--- src/rtl/ndfc_pkg.sv ---
// Package for the NMEA decimal field converter.
// Holds character codes, mode codes, widths and the scaling constants and helpers.
// No dependencies.
`timescale 1ns / 1ps

package ndfc_pkg;

	// Fraction digits kept per field (later ones are dropped)
	localparam int FRACTION_DIGITS = 4;
	localparam int CNT_W = $clog2(FRACTION_DIGITS + 1);

	// Character codes
	localparam logic [7:0] CHAR_COMMA = 8'h2C;
	localparam logic [7:0] CHAR_POINT = 8'h2E;
	localparam logic [7:0] CHAR_ZERO  = 8'h30;
	localparam logic [7:0] CHAR_NINE  = 8'h39;

	// field_mode codes; the unused code falls back to integer
	localparam logic [1:0] MODE_LOCATION = 2'd0;
	localparam logic [1:0] MODE_TENTHS   = 2'd1;
	localparam logic [1:0] MODE_INTEGER  = 2'd2;

	// Configuration port
	localparam int PADDR_W = 3;
	localparam int PDATA_W = 32;
	localparam logic REG_FIELD_MODE = 1'b0;   // register index from paddr[2]

	// Integer part kept split as hundreds (hi) and last two digits (lo)
	localparam int HI_W     = 24;             // holds up to 9999999
	localparam int HI_EXT_W = 27;             // hi*10 + carry before saturation
	localparam int LO_W     = 7;
	localparam int TLO_W    = 10;             // lo*10 + digit
	localparam logic [HI_EXT_W-1:0] HI_SAT = HI_EXT_W'(9999999);
	localparam logic [LO_W-1:0]     LO_SAT = LO_W'(99);

	// Fraction in 1/10000 units and the first fraction digit
	localparam int FRAC_W  = 14;
	localparam int DIGIT_W = 4;

	// Output scaling
	localparam int KHI_W = 20;
	localparam int KLO_W = 14;
	localparam int PROD_W = HI_W + KHI_W;
	localparam int SUM_W  = PROD_W + 1;
	localparam int VAL_W  = 34;
	localparam logic [SUM_W-1:0] OUT_SAT = SUM_W'(64'd9999999999);

	localparam logic [KHI_W-1:0] K_HI_LOCATION = KHI_W'(600000);
	localparam logic [KLO_W-1:0] K_LO_LOCATION = KLO_W'(10000);
	localparam logic [KHI_W-1:0] K_HI_TENTHS   = KHI_W'(1000);
	localparam logic [KLO_W-1:0] K_LO_TENTHS   = KLO_W'(10);
	localparam logic [KHI_W-1:0] K_HI_INTEGER  = KHI_W'(100);
	localparam logic [KLO_W-1:0] K_LO_INTEGER  = KLO_W'(1);

	// Accumulated field state
	typedef struct packed {
		logic [HI_W-1:0]    hi;
		logic [LO_W-1:0]    lo;
		logic [FRAC_W-1:0]  frac4;
		logic [DIGIT_W-1:0] tenth;
	} ndfc_snap_t;

	// Weight of a fraction digit in 1/10000 units by its position
	function automatic logic [FRAC_W-1:0] frac_weight(input logic [CNT_W-1:0] pos);
		logic [FRAC_W-1:0] w;
		begin
			case (int'(pos))
				0:       w = FRAC_W'(1000);
				1:       w = FRAC_W'(100);
				2:       w = FRAC_W'(10);
				3:       w = FRAC_W'(1);
				default: w = '0;
			endcase
			return w;
		end
	endfunction

	// Hundreds digit of a value below 1000
	function automatic logic [DIGIT_W-1:0] hundreds(input logic [TLO_W-1:0] t);
		logic [DIGIT_W-1:0] q;
		begin
			q = '0;
			for (int j = 1; j <= 9; j++) begin
				if (t >= TLO_W'(100 * j)) q = DIGIT_W'(j);
			end
			return q;
		end
	endfunction

endpackage

--- src/rtl/ndfc_accum.sv ---
// Digit accumulator of the NMEA decimal field converter.
// Builds integer and fraction state from accepted characters; clears on comma.
// Depends on ndfc_pkg.
`timescale 1ns / 1ps

module ndfc_accum (
	input  logic               clk,
	input  logic               arst_n,
	input  logic               take,
	input  logic [7:0]         char_code,
	output ndfc_pkg::ndfc_snap_t snap
);
	import ndfc_pkg::*;

	logic [HI_W-1:0]    hi_q;
	logic [LO_W-1:0]    lo_q;
	logic [FRAC_W-1:0]  frac4_q;
	logic [DIGIT_W-1:0] tenth_q;
	logic [CNT_W-1:0]   cnt_q;
	logic               point_q;

	logic               is_digit;
	logic [DIGIT_W-1:0] digit;
	logic [TLO_W-1:0]   t_lo;
	logic [DIGIT_W-1:0] carry;
	logic [TLO_W-1:0]   lo_rem;
	logic [HI_EXT_W-1:0] hi_ext;
	logic [FRAC_W-1:0]  frac_add;

	// Character decode
	assign is_digit = (char_code >= CHAR_ZERO) && (char_code <= CHAR_NINE);
	assign digit    = DIGIT_W'(char_code - CHAR_ZERO);

	// Integer step: (hi*100 + lo)*10 + d, kept split at the hundreds
	assign t_lo   = TLO_W'(lo_q) * TLO_W'(10) + TLO_W'(digit);
	assign carry  = hundreds(t_lo);
	assign lo_rem = t_lo - TLO_W'(carry) * TLO_W'(100);
	assign hi_ext = HI_EXT_W'(hi_q) * HI_EXT_W'(10) + HI_EXT_W'(carry);

	// Fraction step in 1/10000 units
	assign frac_add = FRAC_W'(digit) * frac_weight(cnt_q);

	always_ff @(posedge clk or negedge arst_n) begin
		if (!arst_n) begin
			hi_q    <= '0;
			lo_q    <= '0;
			frac4_q <= '0;
			tenth_q <= '0;
			cnt_q   <= '0;
			point_q <= 1'b0;
		end else if (take) begin
			if (char_code == CHAR_COMMA) begin
				hi_q    <= '0;
				lo_q    <= '0;
				frac4_q <= '0;
				tenth_q <= '0;
				cnt_q   <= '0;
				point_q <= 1'b0;
			end else if (char_code == CHAR_POINT) begin
				point_q <= 1'b1;
			end else if (is_digit && !point_q) begin
				// saturate at 999999999
				if (hi_ext > HI_SAT) begin
					hi_q <= HI_W'(HI_SAT);
					lo_q <= LO_SAT;
				end else begin
					hi_q <= hi_ext[HI_W-1:0];
					lo_q <= lo_rem[LO_W-1:0];
				end
			end else if (is_digit && (cnt_q < CNT_W'(FRACTION_DIGITS))) begin
				if (cnt_q == '0) tenth_q <= digit;
				frac4_q <= frac4_q + frac_add;
				cnt_q   <= cnt_q + CNT_W'(1);
			end
		end
	end

	assign snap.hi    = hi_q;
	assign snap.lo    = lo_q;
	assign snap.frac4 = frac4_q;
	assign snap.tenth = tenth_q;

endmodule

--- src/rtl/nmea_decimal_field_converter.sv ---
// NMEA decimal field converter: one ASCII character per item, result on comma.
// A taken comma loads the field register; the result moves on into the output
// register when that register is free, and is then offered as the output item.
// Throughput: one character per cycle; stall only when the field register and
// the output register both hold results not yet taken.
// Reset clears the field state, the pipeline valids and field_mode (location).
// Depends on ndfc_pkg and ndfc_accum.
`timescale 1ns / 1ps

module nmea_decimal_field_converter (
	input  logic                            clk,
	input  logic                            arst_n,
	input  logic                            in_valid,
	output logic                            in_stall,
	input  logic [7:0]                      char_code,
	output logic                            out_valid,
	input  logic                            out_stall,
	output logic [33:0]                     field_value,
	input  logic                            psel,
	input  logic                            penable,
	input  logic                            pwrite,
	input  logic [ndfc_pkg::PADDR_W-1:0]    paddr,
	input  logic [ndfc_pkg::PDATA_W-1:0]    pwdata,
	output logic [ndfc_pkg::PDATA_W-1:0]    prdata,
	output logic                            pready
);
	import ndfc_pkg::*;

	logic [1:0]   field_mode_q;
	ndfc_snap_t   snap;
	ndfc_snap_t   snap_s1;
	logic [1:0]   mode_s1;
	logic         vld_s1;
	logic         out_valid_q;
	logic [VAL_W-1:0] field_value_q;

	logic         in_fire;
	logic         is_comma;
	logic         out_free;
	logic [KHI_W-1:0] k_hi;
	logic [KLO_W-1:0] k_lo;
	logic [FRAC_W-1:0] low_add;
	logic [PROD_W-1:0] prod_hi;
	logic [SUM_W-1:0]  sum;

	// Configuration port
	assign pready = 1'b1;
	assign prdata = (paddr[2] == REG_FIELD_MODE) ? PDATA_W'(field_mode_q) : '0;

	always_ff @(posedge clk or negedge arst_n) begin
		if (!arst_n) begin
			field_mode_q <= MODE_LOCATION;
		end else if (psel && penable && pwrite && (paddr[2] == REG_FIELD_MODE)) begin
			field_mode_q <= pwdata[1:0];
		end
	end

	// Handshake
	assign is_comma = (char_code == CHAR_COMMA);
	assign out_free = !out_valid_q || !out_stall;
	assign in_stall = vld_s1 && !out_free;
	assign in_fire  = in_valid && !in_stall;

	ndfc_accum u_accum (
		.clk       (clk),
		.arst_n    (arst_n),
		.take      (in_fire),
		.char_code (char_code),
		.snap      (snap)
	);

	// Field register: snapshot of the state when a comma is taken
	always_ff @(posedge clk or negedge arst_n) begin
		if (!arst_n) begin
			vld_s1 <= 1'b0;
		end else if (out_free || !vld_s1) begin
			vld_s1 <= in_fire && is_comma;
		end
	end

	always_ff @(posedge clk) begin
		if (in_fire && is_comma) begin
			snap_s1 <= snap;
			mode_s1 <= field_mode_q;
		end
	end

	// Scaling: hi*k_hi + lo*k_lo + fraction term, saturated
	always_comb begin
		case (mode_s1)
			MODE_LOCATION: begin
				k_hi    = K_HI_LOCATION;
				k_lo    = K_LO_LOCATION;
				low_add = snap_s1.frac4;
			end
			MODE_TENTHS: begin
				k_hi    = K_HI_TENTHS;
				k_lo    = K_LO_TENTHS;
				low_add = FRAC_W'(snap_s1.tenth);
			end
			default: begin
				k_hi    = K_HI_INTEGER;
				k_lo    = K_LO_INTEGER;
				low_add = '0;
			end
		endcase
	end

	assign prod_hi = PROD_W'(snap_s1.hi) * PROD_W'(k_hi);
	assign sum     = SUM_W'(prod_hi) + SUM_W'(snap_s1.lo) * SUM_W'(k_lo) + SUM_W'(low_add);

	// Output register
	always_ff @(posedge clk or negedge arst_n) begin
		if (!arst_n) begin
			out_valid_q <= 1'b0;
		end else if (out_free) begin
			out_valid_q <= vld_s1;
		end
	end

	always_ff @(posedge clk) begin
		if (out_free && vld_s1) begin
			field_value_q <= (sum > OUT_SAT) ? VAL_W'(OUT_SAT) : sum[VAL_W-1:0];
		end
	end

	assign out_valid   = out_valid_q;
	assign field_value = field_value_q;

endmodule

--- config.mk ---
export PLATFORM = sky130hd
export DESIGN_NAME = nmea_decimal_field_converter
export DESIGN_NICKNAME = d
export VERILOG_FILES = /design/src/rtl/ndfc_pkg.sv /design/src/rtl/ndfc_accum.sv /design/src/rtl/nmea_decimal_field_converter.sv
export SDC_FILE = /design/constraint.sdc
export NUM_CORES = 1
export LEC_CHECK = 0
export BUFFER_PORTS_ARGS = -buffer_cell sky130_fd_sc_hd__buf_4
export CORE_UTILIZATION = 40
export DETAILED_ROUTE_END_ITERATION = 12
export SETUP_SLACK_MARGIN = 0.3
export SLEW_MARGIN = 15
export SYNTH_ARGS = -nofsm -noshare
export SYNTH_HDL_FRONTEND = slang
export SYNTH_SLANG_ARGS = --single-unit
--- constraint.sdc ---
create_clock -name clk -period 22.1 [get_ports clk]
set_input_delay 2.21 -clock clk [delete_from_list [all_inputs] [get_ports clk]]
set_output_delay 2.21 -clock clk [all_outputs]
set_load 0.01 [all_outputs]
==> impl_metrics.yaml, run 1 <==
outcome:
  status: "completed"
worst_setup_path:
  critPathLaunchType: "register"
  crit_fanout: 64
  worstSetupEndpointType: "register"
  path_common_cell: "sky130_fd_sc_hd__inv_1"
  cp_slowest_stage_delay_ps: 540
  timing_worst_setup_path_type: "reg -> reg"
  worst_ep_arrival_time_ps: 9480
  timing.critical_path.required_ps: 22320
  cp_slowest_cell: "sky130_fd_sc_hd__fa_1"
cells_and_area:
  fillerInstances: 5684
  n_diodes: 0
  finalNetCount: 3255
  final_layout_size_suffix_gt1_frac: 0.0576
  syn2layout_area_growth_pct: 7.00
clock_network:
  cts_buffers: 17
  max-clock-path-buffers: 2
  clock_edge_transition_at_the_registers_on_the_reported_setup_and_hold_paths_ps: 70
  ctsRootBufferMaster: "sky130_fd_sc_hd__clkbuf_16"
  cts_tree: "built"
  cts-hold-fix-buffers: 0
  cts_post_setup_buffers_inserted: 0
  clk_latency_ps: 480
  tritoncts_num_sinks: 142
  clock_tree.htree_level_count: 4
  cts-resized-gates: 0
logic_synthesis:
  post_synth_instance_area_mm2: 0.0238
  ys_async_sr_fraction: 0.401
  synth.largest_area_cell: "sky130_fd_sc_hd__fa_1"
  netlist_top_cells_count: "sky130_fd_sc_hd__inv_1 (511), sky130_fd_sc_hd__ha_1 (402), sky130_fd_sc_hd__fa_1 (266)"
  synth_edf_count: 85
  post_synth_main_area_contributors: "sky130_fd_sc_hd__fa_1 (22%), sky130_fd_sc_hd__ha_1 (21%), sky130_fd_sc_hd__edfxtp_1 (11%), sky130_fd_sc_hd__inv_1 (8.1%), sky130_fd_sc_hd__dfrtp_1 (6.0%)"
  netlist-cell-type-count: 91
  synth_ff_type: "sky130_fd_sc_hd__edfxtp_1"
  synth.avg_cell_area_um2: 9.43
  post-synth-top-count-cell: "sky130_fd_sc_hd__inv_1"
  synth-seq-area-share: 0.167
  yosysWarnings: 0
  synth-seq-cells: 142
  syn-instance-count: 2523
  synth_largest_type_area_fraction: 0.224
sta:
  max-slew-margin-rel: 0.319
  fmax_mhz: 108
  max_slew.worst_pin.slew_ps: 1020
  final.min_clock_period_ps: 9260
  finClkSkew_ps: 18.1
  finalHoldViolCount: 0
  final_setup_vio_count: 0
  slew_viol_final: 0
  timing.setup.tns_ps: 0
  final.period_utilization: 0.419
  rsz0062_at_grt: "no"
placement:
  finalWeightedCongestion: 0.870
  io_buffers: 55
  dp_hpwl_um: 44100
global_route:
  overflow_after_grt: 0
  grt_start_max_net_pins: 65
  first_pass_grt_wire_length_um: 86600
  grt_antenna_before_repair: 0
  grt_pass1_vias: 17500
  gr_usage_total: 0.179
floorplanning:
  die_area_mm2: 0.0605
  floorplan.die.height_um: 246
  top_level_ports: 119
  rows: 89
  initial_core_util: 0.404
  fp.coreArea_mm2: 0.0589
  die_w_um: 246
min_path:
  hold_path.class: "reg -> reg"
power_and_ir_drop:
  power.ir.vdd_worst_v: 0.000141
  static-leakage-power_nw: 13.1
  total_power_density_per_cell_area_mw_per_mm2: 79.9
  total_power_mw: 2.03
routing:
  vias_per_cell: 5.07
  detail_route.iter0.violations: 735
  routed-via-count: 16800
  routed_wire_length_per_instance_um: 15.5
  route.detailed.drc: 0
  wl_um: 51500
  final_antenna_net_count: 0
  detail_route.first_pass.iterations: 5
flow_run:
  max-cap-violations: 0
placed cells by master (no fill, tap or decap), drive strengths merged, types with 10 or more instances in the layout:
master / n
o31a: 11
xnor2: 69
nand3: 36
inv: 520
mux2i: 13
buf: 66
a31oi: 23
ha: 402
and2: 76
o21bai: 11
nor2b: 55
a21oi: 98
a21o: 52
fa: 266
nand4: 20
clkbuf: 18
a22o: 14
or3: 11
o31ai: 13
xor2: 42
nand2b: 15
edfxtp: 85
nand2: 122
nor3: 28
nor2: 122
conb: 35
dfrtp: 57
mux2: 10
o21ai: 73
and3: 29
o211ai: 10
a211oi: 16
nand3b: 10
stage by stage:
step	area [um2]	setup slack, ps	hold slack (ps)	std cells	utilization
6_report	25500	12840	457	3323	0.432
5_1_grt	25500	12270	466	3323	0.432
4_1_cts	25400	12810	459	3321	0.431
3_5_place_dp	24900	12740	440	3289	0.422
3_3_place_gp	24900	12930	440	3289	0.422
2_1_floorplan	23900	14160	419	2556	-
power breakdown:
group	leakage (nW)	switching, mW	internal [mW]
Sequential	1.50	0.0437	0.317
Combinational	11.3	0.808	0.583
Clock	0.285	0.132	0.150
layout make-up:
class | count | area, um2 | area share
Multi-Input combinational cell | 1798 | 17500 | 0.688
Sequential cell | 142 | 3980 | 0.156
Inverter | 512 | 1920 | 0.0755
Tap cell | 773 | 967 | 0.0380
Timing Repair Buffer | 66 | 523 | 0.0205
Clock buffer | 18 | 439 | 0.0172
Clock inverter | 14 | 124 | 0.00487
registers in the layout (all words and copies together) (netlist names):
name             cells
u_accum.lo_q         7
snap_s1             49
u_accum.point_q      1
u_accum.frac4_q     14
u_accum.tenth_q      4
u_accum.cnt_q        3
vld_s1               1
field_value         34
field_mode_q         2
u_accum.hi_q        24
out_valid            1
mode_s1              2
worst max-delay path, delay by kind of cell, from the launching register on:
family	cells	cell delay, ps
DFF	1	360
adders and majority gates	9	3880
buffers and inverters	8	1070
AOI/OAI and AO/OA	6	1620
and+or+nand+nor	6	1830
xor gates and xnor gates	1	170
final timing paths:
kind	start	end	slack (ps)	depth (start not counted)
max	mode_s1[1]	field_value[21]	12840	30
min	u_accum.tenth_q[2]	snap_s1[2]	460	0
max reg2reg	mode_s1[1]	field_value[21]	12840	30
min reg2reg	u_accum.tenth_q[2]	snap_s1[2]	460	0
max in group asynchronous	arst_n	out_valid	19770	1
min in group asynchronous	arst_n	field_mode_q[0]	1800	1
metal layers:
| layer | global-route usage | vias up | wire (um) |
|---|---|---|---|
| met2 | 0.300 | 274 | 24200 |
| met5 | 0 | - | 0 |
| li1 | - | 8332 | - |
| met4 | 0.0460 | 0 | 887 |
| met3 | 0.0268 | 59 | 1650 |
| met1 | 0.239 | 8182 | 24800 |
cells by family after synthesis:
group                    Yosys count  share of synthesized area
AND/OR/NAND/NOR                  563                      0.125
XOR/XNOR                         111                     0.0415
flip-flops                       142                      0.167
buffers and inverters            616                      0.103
other                              2                   0.000316
AO/OA/AOI/OAI                    398                      0.118
adder cells (fa/ha/maj)          668                      0.435
multiplexers                      23                     0.0102
(Power assumes the default switching activity.)
==> run 2, diff against run 1 <==
==> constraint.sdc (replaced) <==
create_clock -name clk -period 9.01 [get_ports clk]
set_input_delay 0.901 -clock clk [delete_from_list [all_inputs] [get_ports clk]]
set_output_delay 0.901 -clock clk [all_outputs]
set_load 0.01 [all_outputs]
==> run 2 against run 1 <==
Sequential share of layout area decreased by 0.091 points. Largest power group unchanged. Total power increased by 150%. Die area unchanged. Worst hold slack improved by 2.2 ps. Core utilization increased by 0.25 points. Routed wire length increased by 1.3%. Cell count increased by 0.45%. Sequential power increased by 150%. First-iteration DRC count increased by 35%. Via count about the same.
==> impl_metrics.yaml, run 2 (synthesized netlist as in run 1, its figures left out) <==
outcome:
  status: "completed"
sta:
  slew_viol_final: 0
  finClkSkew_ps: 19.3
  final.period_utilization: 0.915
  hold_slack_ps: 459
  timing.setup.tns_ps: 0
  final.min_clock_period_ps: 8250
  final_setup_vio_count: 0
  rsz0062_at_grt: "no"
  finalHoldViolCount: 0
  max-slew-margin-rel: 0.314
  post-route-worst-setup-slack_ps: 763
  max_slew.worst_pin.slew_ps: 1030
  fmax_mhz: 121
placement:
  placement.cell_area_mm2: 0.0249
  finalWeightedCongestion: 0.861
  io_buffers: 55
  place_worst_setup_slack_ps: 436
  dp_hpwl_um: 44700
  dp.cells: 3300
cells_and_area:
  finalNetCount: 3270
  largest_register_by_flop_count: "snap_s1"
  syn2layout_area_growth_pct: 7.62
  final_layout_size_suffix_gt1_frac: 0.0651
  largest_reg_flops: 49
  post_layout_nonfiller_instances: 3338
  commonest_non_fill_non_tap_cells_in_the_layout: "sky130_fd_sc_hd__inv_1 (510), sky130_fd_sc_hd__ha_1 (402), sky130_fd_sc_hd__fa_1 (266)"
  n_diodes: 0
  layout.cells.most_common: "sky130_fd_sc_hd__inv_1"
  final_cell_area_mm2: 0.0256
  finalCoreUtilization: 0.435
floorplanning:
  die_area_mm2: 0.0605
  initial_core_util: 0.404
  top_level_ports: 119
  die_w_um: 246
  rows: 89
  fp.coreArea_mm2: 0.0589
  floorplan.die.height_um: 246
clock_network:
  clock_tree.htree_level_count: 4
  cts_buffers: 17
  cts_tree: "built"
  tritoncts_num_sinks: 142
  clock_edge_transition_at_the_registers_on_the_reported_setup_and_hold_paths_ps: 70
  max-clock-path-buffers: 2
  cts-hold-fix-buffers: 0
  ctsRootBufferMaster: "sky130_fd_sc_hd__clkbuf_16"
  clk_latency_ps: 490
worst_setup_path:
  crit_fanout: 34
  timing_worst_setup_path_type: "reg -> reg"
  worst_ep_arrival_time_ps: 8480
  worstSetupEndpointType: "register"
  timing.critical_path.required_ps: 9240
  critPathLaunchType: "register"
global_route:
  overflow_after_grt: 0
  grt_antenna_before_repair: 0
  grt_pass1_vias: 17700
  gr_usage_total: 0.182
  first_pass_grt_wire_length_um: 89000
  grt_start_max_net_pins: 58
routing:
  wl_um: 52200
  vias_per_cell: 5.05
  detail_route.first_pass.iterations: 7
  routed-via-count: 16900
  route.detailed.drc: 0
  routed_wire_length_per_instance_um: 15.6
  detail_route.iter0.violations: 994
  final_antenna_net_count: 0
power_and_ir_drop:
  total_power_density_per_cell_area_mw_per_mm2: 195
  total_power_mw: 5.00
  static-leakage-power_nw: 13.2
  power.ir.vdd_worst_v: 0.000383
flow_run:
  max-cap-violations: 0
min_path:
  hold_path.class: "reg -> reg"
[run 2: changes by cell type in the layout (fill, tap and decap cells not counted), sizes merged]
cell,before,now
buf,66,81
clkbuf,18,19
clkinv,6,2
clkinvlp,0,4
inv,520,519
[run 2: path summary, 6_finish.rpt]
| check | startpoint | end | slack, ps | depth (start not counted) |
|---|---|---|---|---|
| max in group asynchronous | arst_n | u_accum.frac4_q[8] | 8000 | 1 |
| worst min-delay path | u_accum.tenth_q[0] | snap_s1[0] | 460 | 0 |
| worst max register to register | mode_s1[1] | field_value[21] | 760 | 25 |
| worst max-delay path | mode_s1[1] | field_value[21] | 760 | 25 |
| worst min register to register | u_accum.tenth_q[0] | snap_s1[0] | 460 | 0 |
| min in group asynchronous | arst_n | field_mode_q[0] | 480 | 1 |
[run 2: worst max-delay path: stages (launching register included)]
cell and delay (ps):
sky130_fd_sc_hd__edfxtp_1 540, sky130_fd_sc_hd__nor2_4 280, sky130_fd_sc_hd__buf_4 410, sky130_fd_sc_hd__nor2b_1 90
sky130_fd_sc_hd__ha_1 300, sky130_fd_sc_hd__fa_1 400, sky130_fd_sc_hd__fa_1 540, sky130_fd_sc_hd__inv_1 50
sky130_fd_sc_hd__fa_1 530, sky130_fd_sc_hd__inv_1 50, sky130_fd_sc_hd__fa_1 570, sky130_fd_sc_hd__fa_1 460
sky130_fd_sc_hd__fa_1 490, sky130_fd_sc_hd__ha_1 410, sky130_fd_sc_hd__a21o_1 270, sky130_fd_sc_hd__a211oi_2 270
sky130_fd_sc_hd__nor3_1 80, sky130_fd_sc_hd__or3_1 340, sky130_fd_sc_hd__a211o_1 370, sky130_fd_sc_hd__a21oi_2 310
sky130_fd_sc_hd__o211ai_2 150, sky130_fd_sc_hd__a211oi_1 210, sky130_fd_sc_hd__and4_1 340, sky130_fd_sc_hd__nand2_1 90
sky130_fd_sc_hd__buf_4 210, sky130_fd_sc_hd__and4bb_1 200
[run 2: cell type report]
cell class	count	area [um2]
clock inverter	13	120
fill	5652	33300
sequential	142	3980
tap	773	967
multi-input combinational	1798	17500
clock buffer	19	454
timing repair buffer	81	628
inverter	512	1930
[run 2: report_power, final]
group	switching [mW]	internal [mW]	leakage, nW	total (mW)
registers	0.109	0.777	1.50	0.887
logic	1.99	1.42	11.4	3.41
clock network	0.324	0.378	0.273	0.702
total	2.42	2.57	13.2	5.00
[run 2: layer usage]
layer | vias to the layer above | global-route usage | wire length [um]
met5 | - | 0 | 0
met4 | 0 | 0.0426 | 729
met3 | 47 | 0.0206 | 1360
met2 | 243 | 0.304 | 24500
met1 | 8209 | 0.250 | 25600
li1 | 8352 | - | -
[run 2: timing repair]
action / in CTS / in global routing
setup buffers: 0 / 5
gates resized for setup: 0 / 10
setup endpoints to repair: 0 / 34
==> run 3, diff against run 2 <==
--- a/config.mk
+++ b/config.mk
@@ -6,8 +6,9 @@
 export NUM_CORES = 1
 export LEC_CHECK = 0
 export BUFFER_PORTS_ARGS = -buffer_cell sky130_fd_sc_hd__buf_4
-export CORE_UTILIZATION = 40
+export CORE_UTILIZATION = 60
 export DETAILED_ROUTE_END_ITERATION = 12
+export PLACE_DENSITY = 0.78
 export SETUP_SLACK_MARGIN = 0.3
 export SLEW_MARGIN = 15
 export SYNTH_ARGS = -nofsm -noshare
==> constraint.sdc (replaced) <==
create_clock -name clk -period 9.01 [get_ports clk]
set_input_delay 0.4505 -clock clk [delete_from_list [all_inputs] [get_ports clk]]
set_output_delay 0.4505 -clock clk [all_outputs]
set_load 0.01 [all_outputs]
==> run 3 against run 2 <==
Worst setup slack got worse by 44 ps. First-iteration DRC count fell by 0.50%. Non-clock buffer count fell by 10. Sequential cell count did not move. Routed wire length fell by 3.4%. Total power rose by 0.26%. Clock skew fell by 2.8 ps. Worst hold slack got worse by 410 ps. Critical path depth rose by 4. Clock-buffer cell count fell by 1. Register-to-register slack got worse by 40 ps. Core utilization rose by 21 points.
==> impl_metrics.yaml, run 3 (synthesized netlist as in run 1, its figures left out) <==
worst_setup_path:
  critPathLaunchType: "register"
  worstSetupEndpointType: "register"
  cp_slowest_cell: "sky130_fd_sc_hd__fa_1"
  crit_fanout: 23
  worst_ep_arrival_time_ps: 8480
  timing.critical_path.required_ps: 9200
  path_common_cell: "sky130_fd_sc_hd__inv_1"
  cp_slowest_stage_delay_ps: 540
  timing_worst_setup_path_type: "reg -> reg"
flow_run:
  max-cap-violations: 0
routing:
  detail_route.iter0.violations: 989
  routed_wire_length_per_instance_um: 16.4
  route.detailed.drc: 0
  final_antenna_net_count: 0
  routed-via-count: 17200
  vias_per_cell: 5.60
  wl_um: 50400
  detail_route.first_pass.iterations: 5
placement:
  io_buffers: 55
  finalWeightedCongestion: 0.912
  dp_hpwl_um: 42800
  place_worst_setup_slack_ps: 462
cells_and_area:
  finalNetCount: 3260
  syn2layout_area_growth_pct: 5.90
  commonest_non_fill_non_tap_cells_in_the_layout: "sky130_fd_sc_hd__inv_1 (510), sky130_fd_sc_hd__ha_1 (402), sky130_fd_sc_hd__fa_1 (266)"
  largest_reg_flops: 49
  largest_register_by_flop_count: "snap_s1"
  final_layout_size_suffix_gt1_frac: 0.0591
  n_diodes: 0
  layout.cells.most_common: "sky130_fd_sc_hd__inv_1"
  fillerInstances: 3134
clock_network:
  cts_buffers: 17
  max-clock-path-buffers: 2
  clk_latency_ps: 450
  tritoncts_num_sinks: 142
  clock_tree.htree_level_count: 4
  cts_tree: "built"
  ctsRootBufferMaster: "sky130_fd_sc_hd__clkbuf_16"
  clock_edge_transition_at_the_registers_on_the_reported_setup_and_hold_paths_ps: 70
floorplanning:
  floorplan.die.height_um: 201
  rows: 72
  die_area_mm2: 0.0405
  die_w_um: 201
  fp.coreArea_mm2: 0.0389
  initial_core_util: 0.611
  top_level_ports: 119
outcome:
  status: "completed"
sta:
  fmax_mhz: 121
  max_slew.worst_pin.slew_ps: 1000
  final.period_utilization: 0.920
  post-route-worst-setup-slack_ps: 720
  finClkSkew_ps: 16.4
  timing.setup.tns_ps: 0
  final_setup_vio_count: 0
  rsz0062_at_grt: "no"
  final.min_clock_period_ps: 8290
  slew_viol_final: 0
  finalHoldViolCount: 0
  max-slew-margin-rel: 0.330
min_path:
  hold_path.class: "in -> async"
global_route:
  grt_start_max_net_pins: 60
  grt_antenna_before_repair: 0
  first_pass_grt_wire_length_um: 85200
  overflow_after_grt: 0
  gr_usage_total: 0.260
  grt_pass1_vias: 17700
power_and_ir_drop:
  static-leakage-power_nw: 13.1
  power.ir.vdd_worst_v: 0.000373
  total_power_mw: 5.01
  total_power_density_per_cell_area_mw_per_mm2: 199
-- run 3: worst max-delay path: cells and delay by family, from the launching register on --
family	cells	cell delay (ps)
adder cells (fa/ha/maj)	9	3800
AO/OA/AOI/OAI	6	1630
flip-flops	1	360
AND/OR/NAND/NOR	7	1710
buffers and inverters	7	510
-- run 3: through the flow --
step / area [um2] / util / hold slack (ps) / std cells
floorplan: 23900 / - / 155 / 2556
global placement: 24600 / 0.632 / 431 / 3038
detailed placement: 24600 / 0.632 / 433 / 3038
CTS: 25200 / 0.647 / 86.0 / 3070
global route: 25200 / 0.648 / 117 / 3073
finish: 25200 / 0.648 / 49.8 / 3073
-- run 3: power breakdown --
part / switching (mW) / leakage, nW / internal, mW
registers: 0.107 / 1.50 / 0.778
clock network: 0.283 / 0.282 / 0.411
logic: 2.00 / 11.3 / 1.43
-- run 3: cell type report --
cell class / instances / area, um2 / share of cell area
Clock buffer: 18 / 429 / 0.0170
Clock inverter: 14 / 161 / 0.00641
Inverter: 512 / 1920 / 0.0763
Multi-Input combinational cell: 1798 / 17500 / 0.695
Sequential cell: 142 / 3980 / 0.158
Tap cell: 518 / 648 / 0.0257
Timing Repair Buffer: 71 / 549 / 0.0218
-- run 3: path summary, 6_finish.rpt --
path | startpoint | cells past startpoint | endpoint | slack [ps]
max in group asynchronous | arst_n | 1 | u_accum.frac4_q[11] | 8410
min reg2reg | u_accum.tenth_q[0] | 0 | snap_s1[0] | 460
min in group clk | pwdata[0] | 2 | field_mode_q[0] | 230
max reg2reg | mode_s1[1] | 29 | field_value[21] | 720
max | mode_s1[1] | 29 | field_value[21] | 720
min | arst_n | 1 | field_mode_q[0] | 50
-- run 3: what timing repair did --
item	CTS	global route
hold buffers	0	0
hold endpoints to repair	0	0
resized for setup	0	2
buffers inserted	0	2
setup endpoints to repair	0	34
-- run 3: per-layer routing --
| layer | vias up | wire length (um) | track usage |
|---|---|---|---|
| met5 | - | 0 | 0 |
| met3 | 60 | 2110 | 0.0298 |
| met1 | 8399 | 23200 | 0.354 |
| met4 | 0 | 703 | 0.0589 |
| li1 | 8340 | - | - |
| met2 | 414 | 24400 | 0.444 |
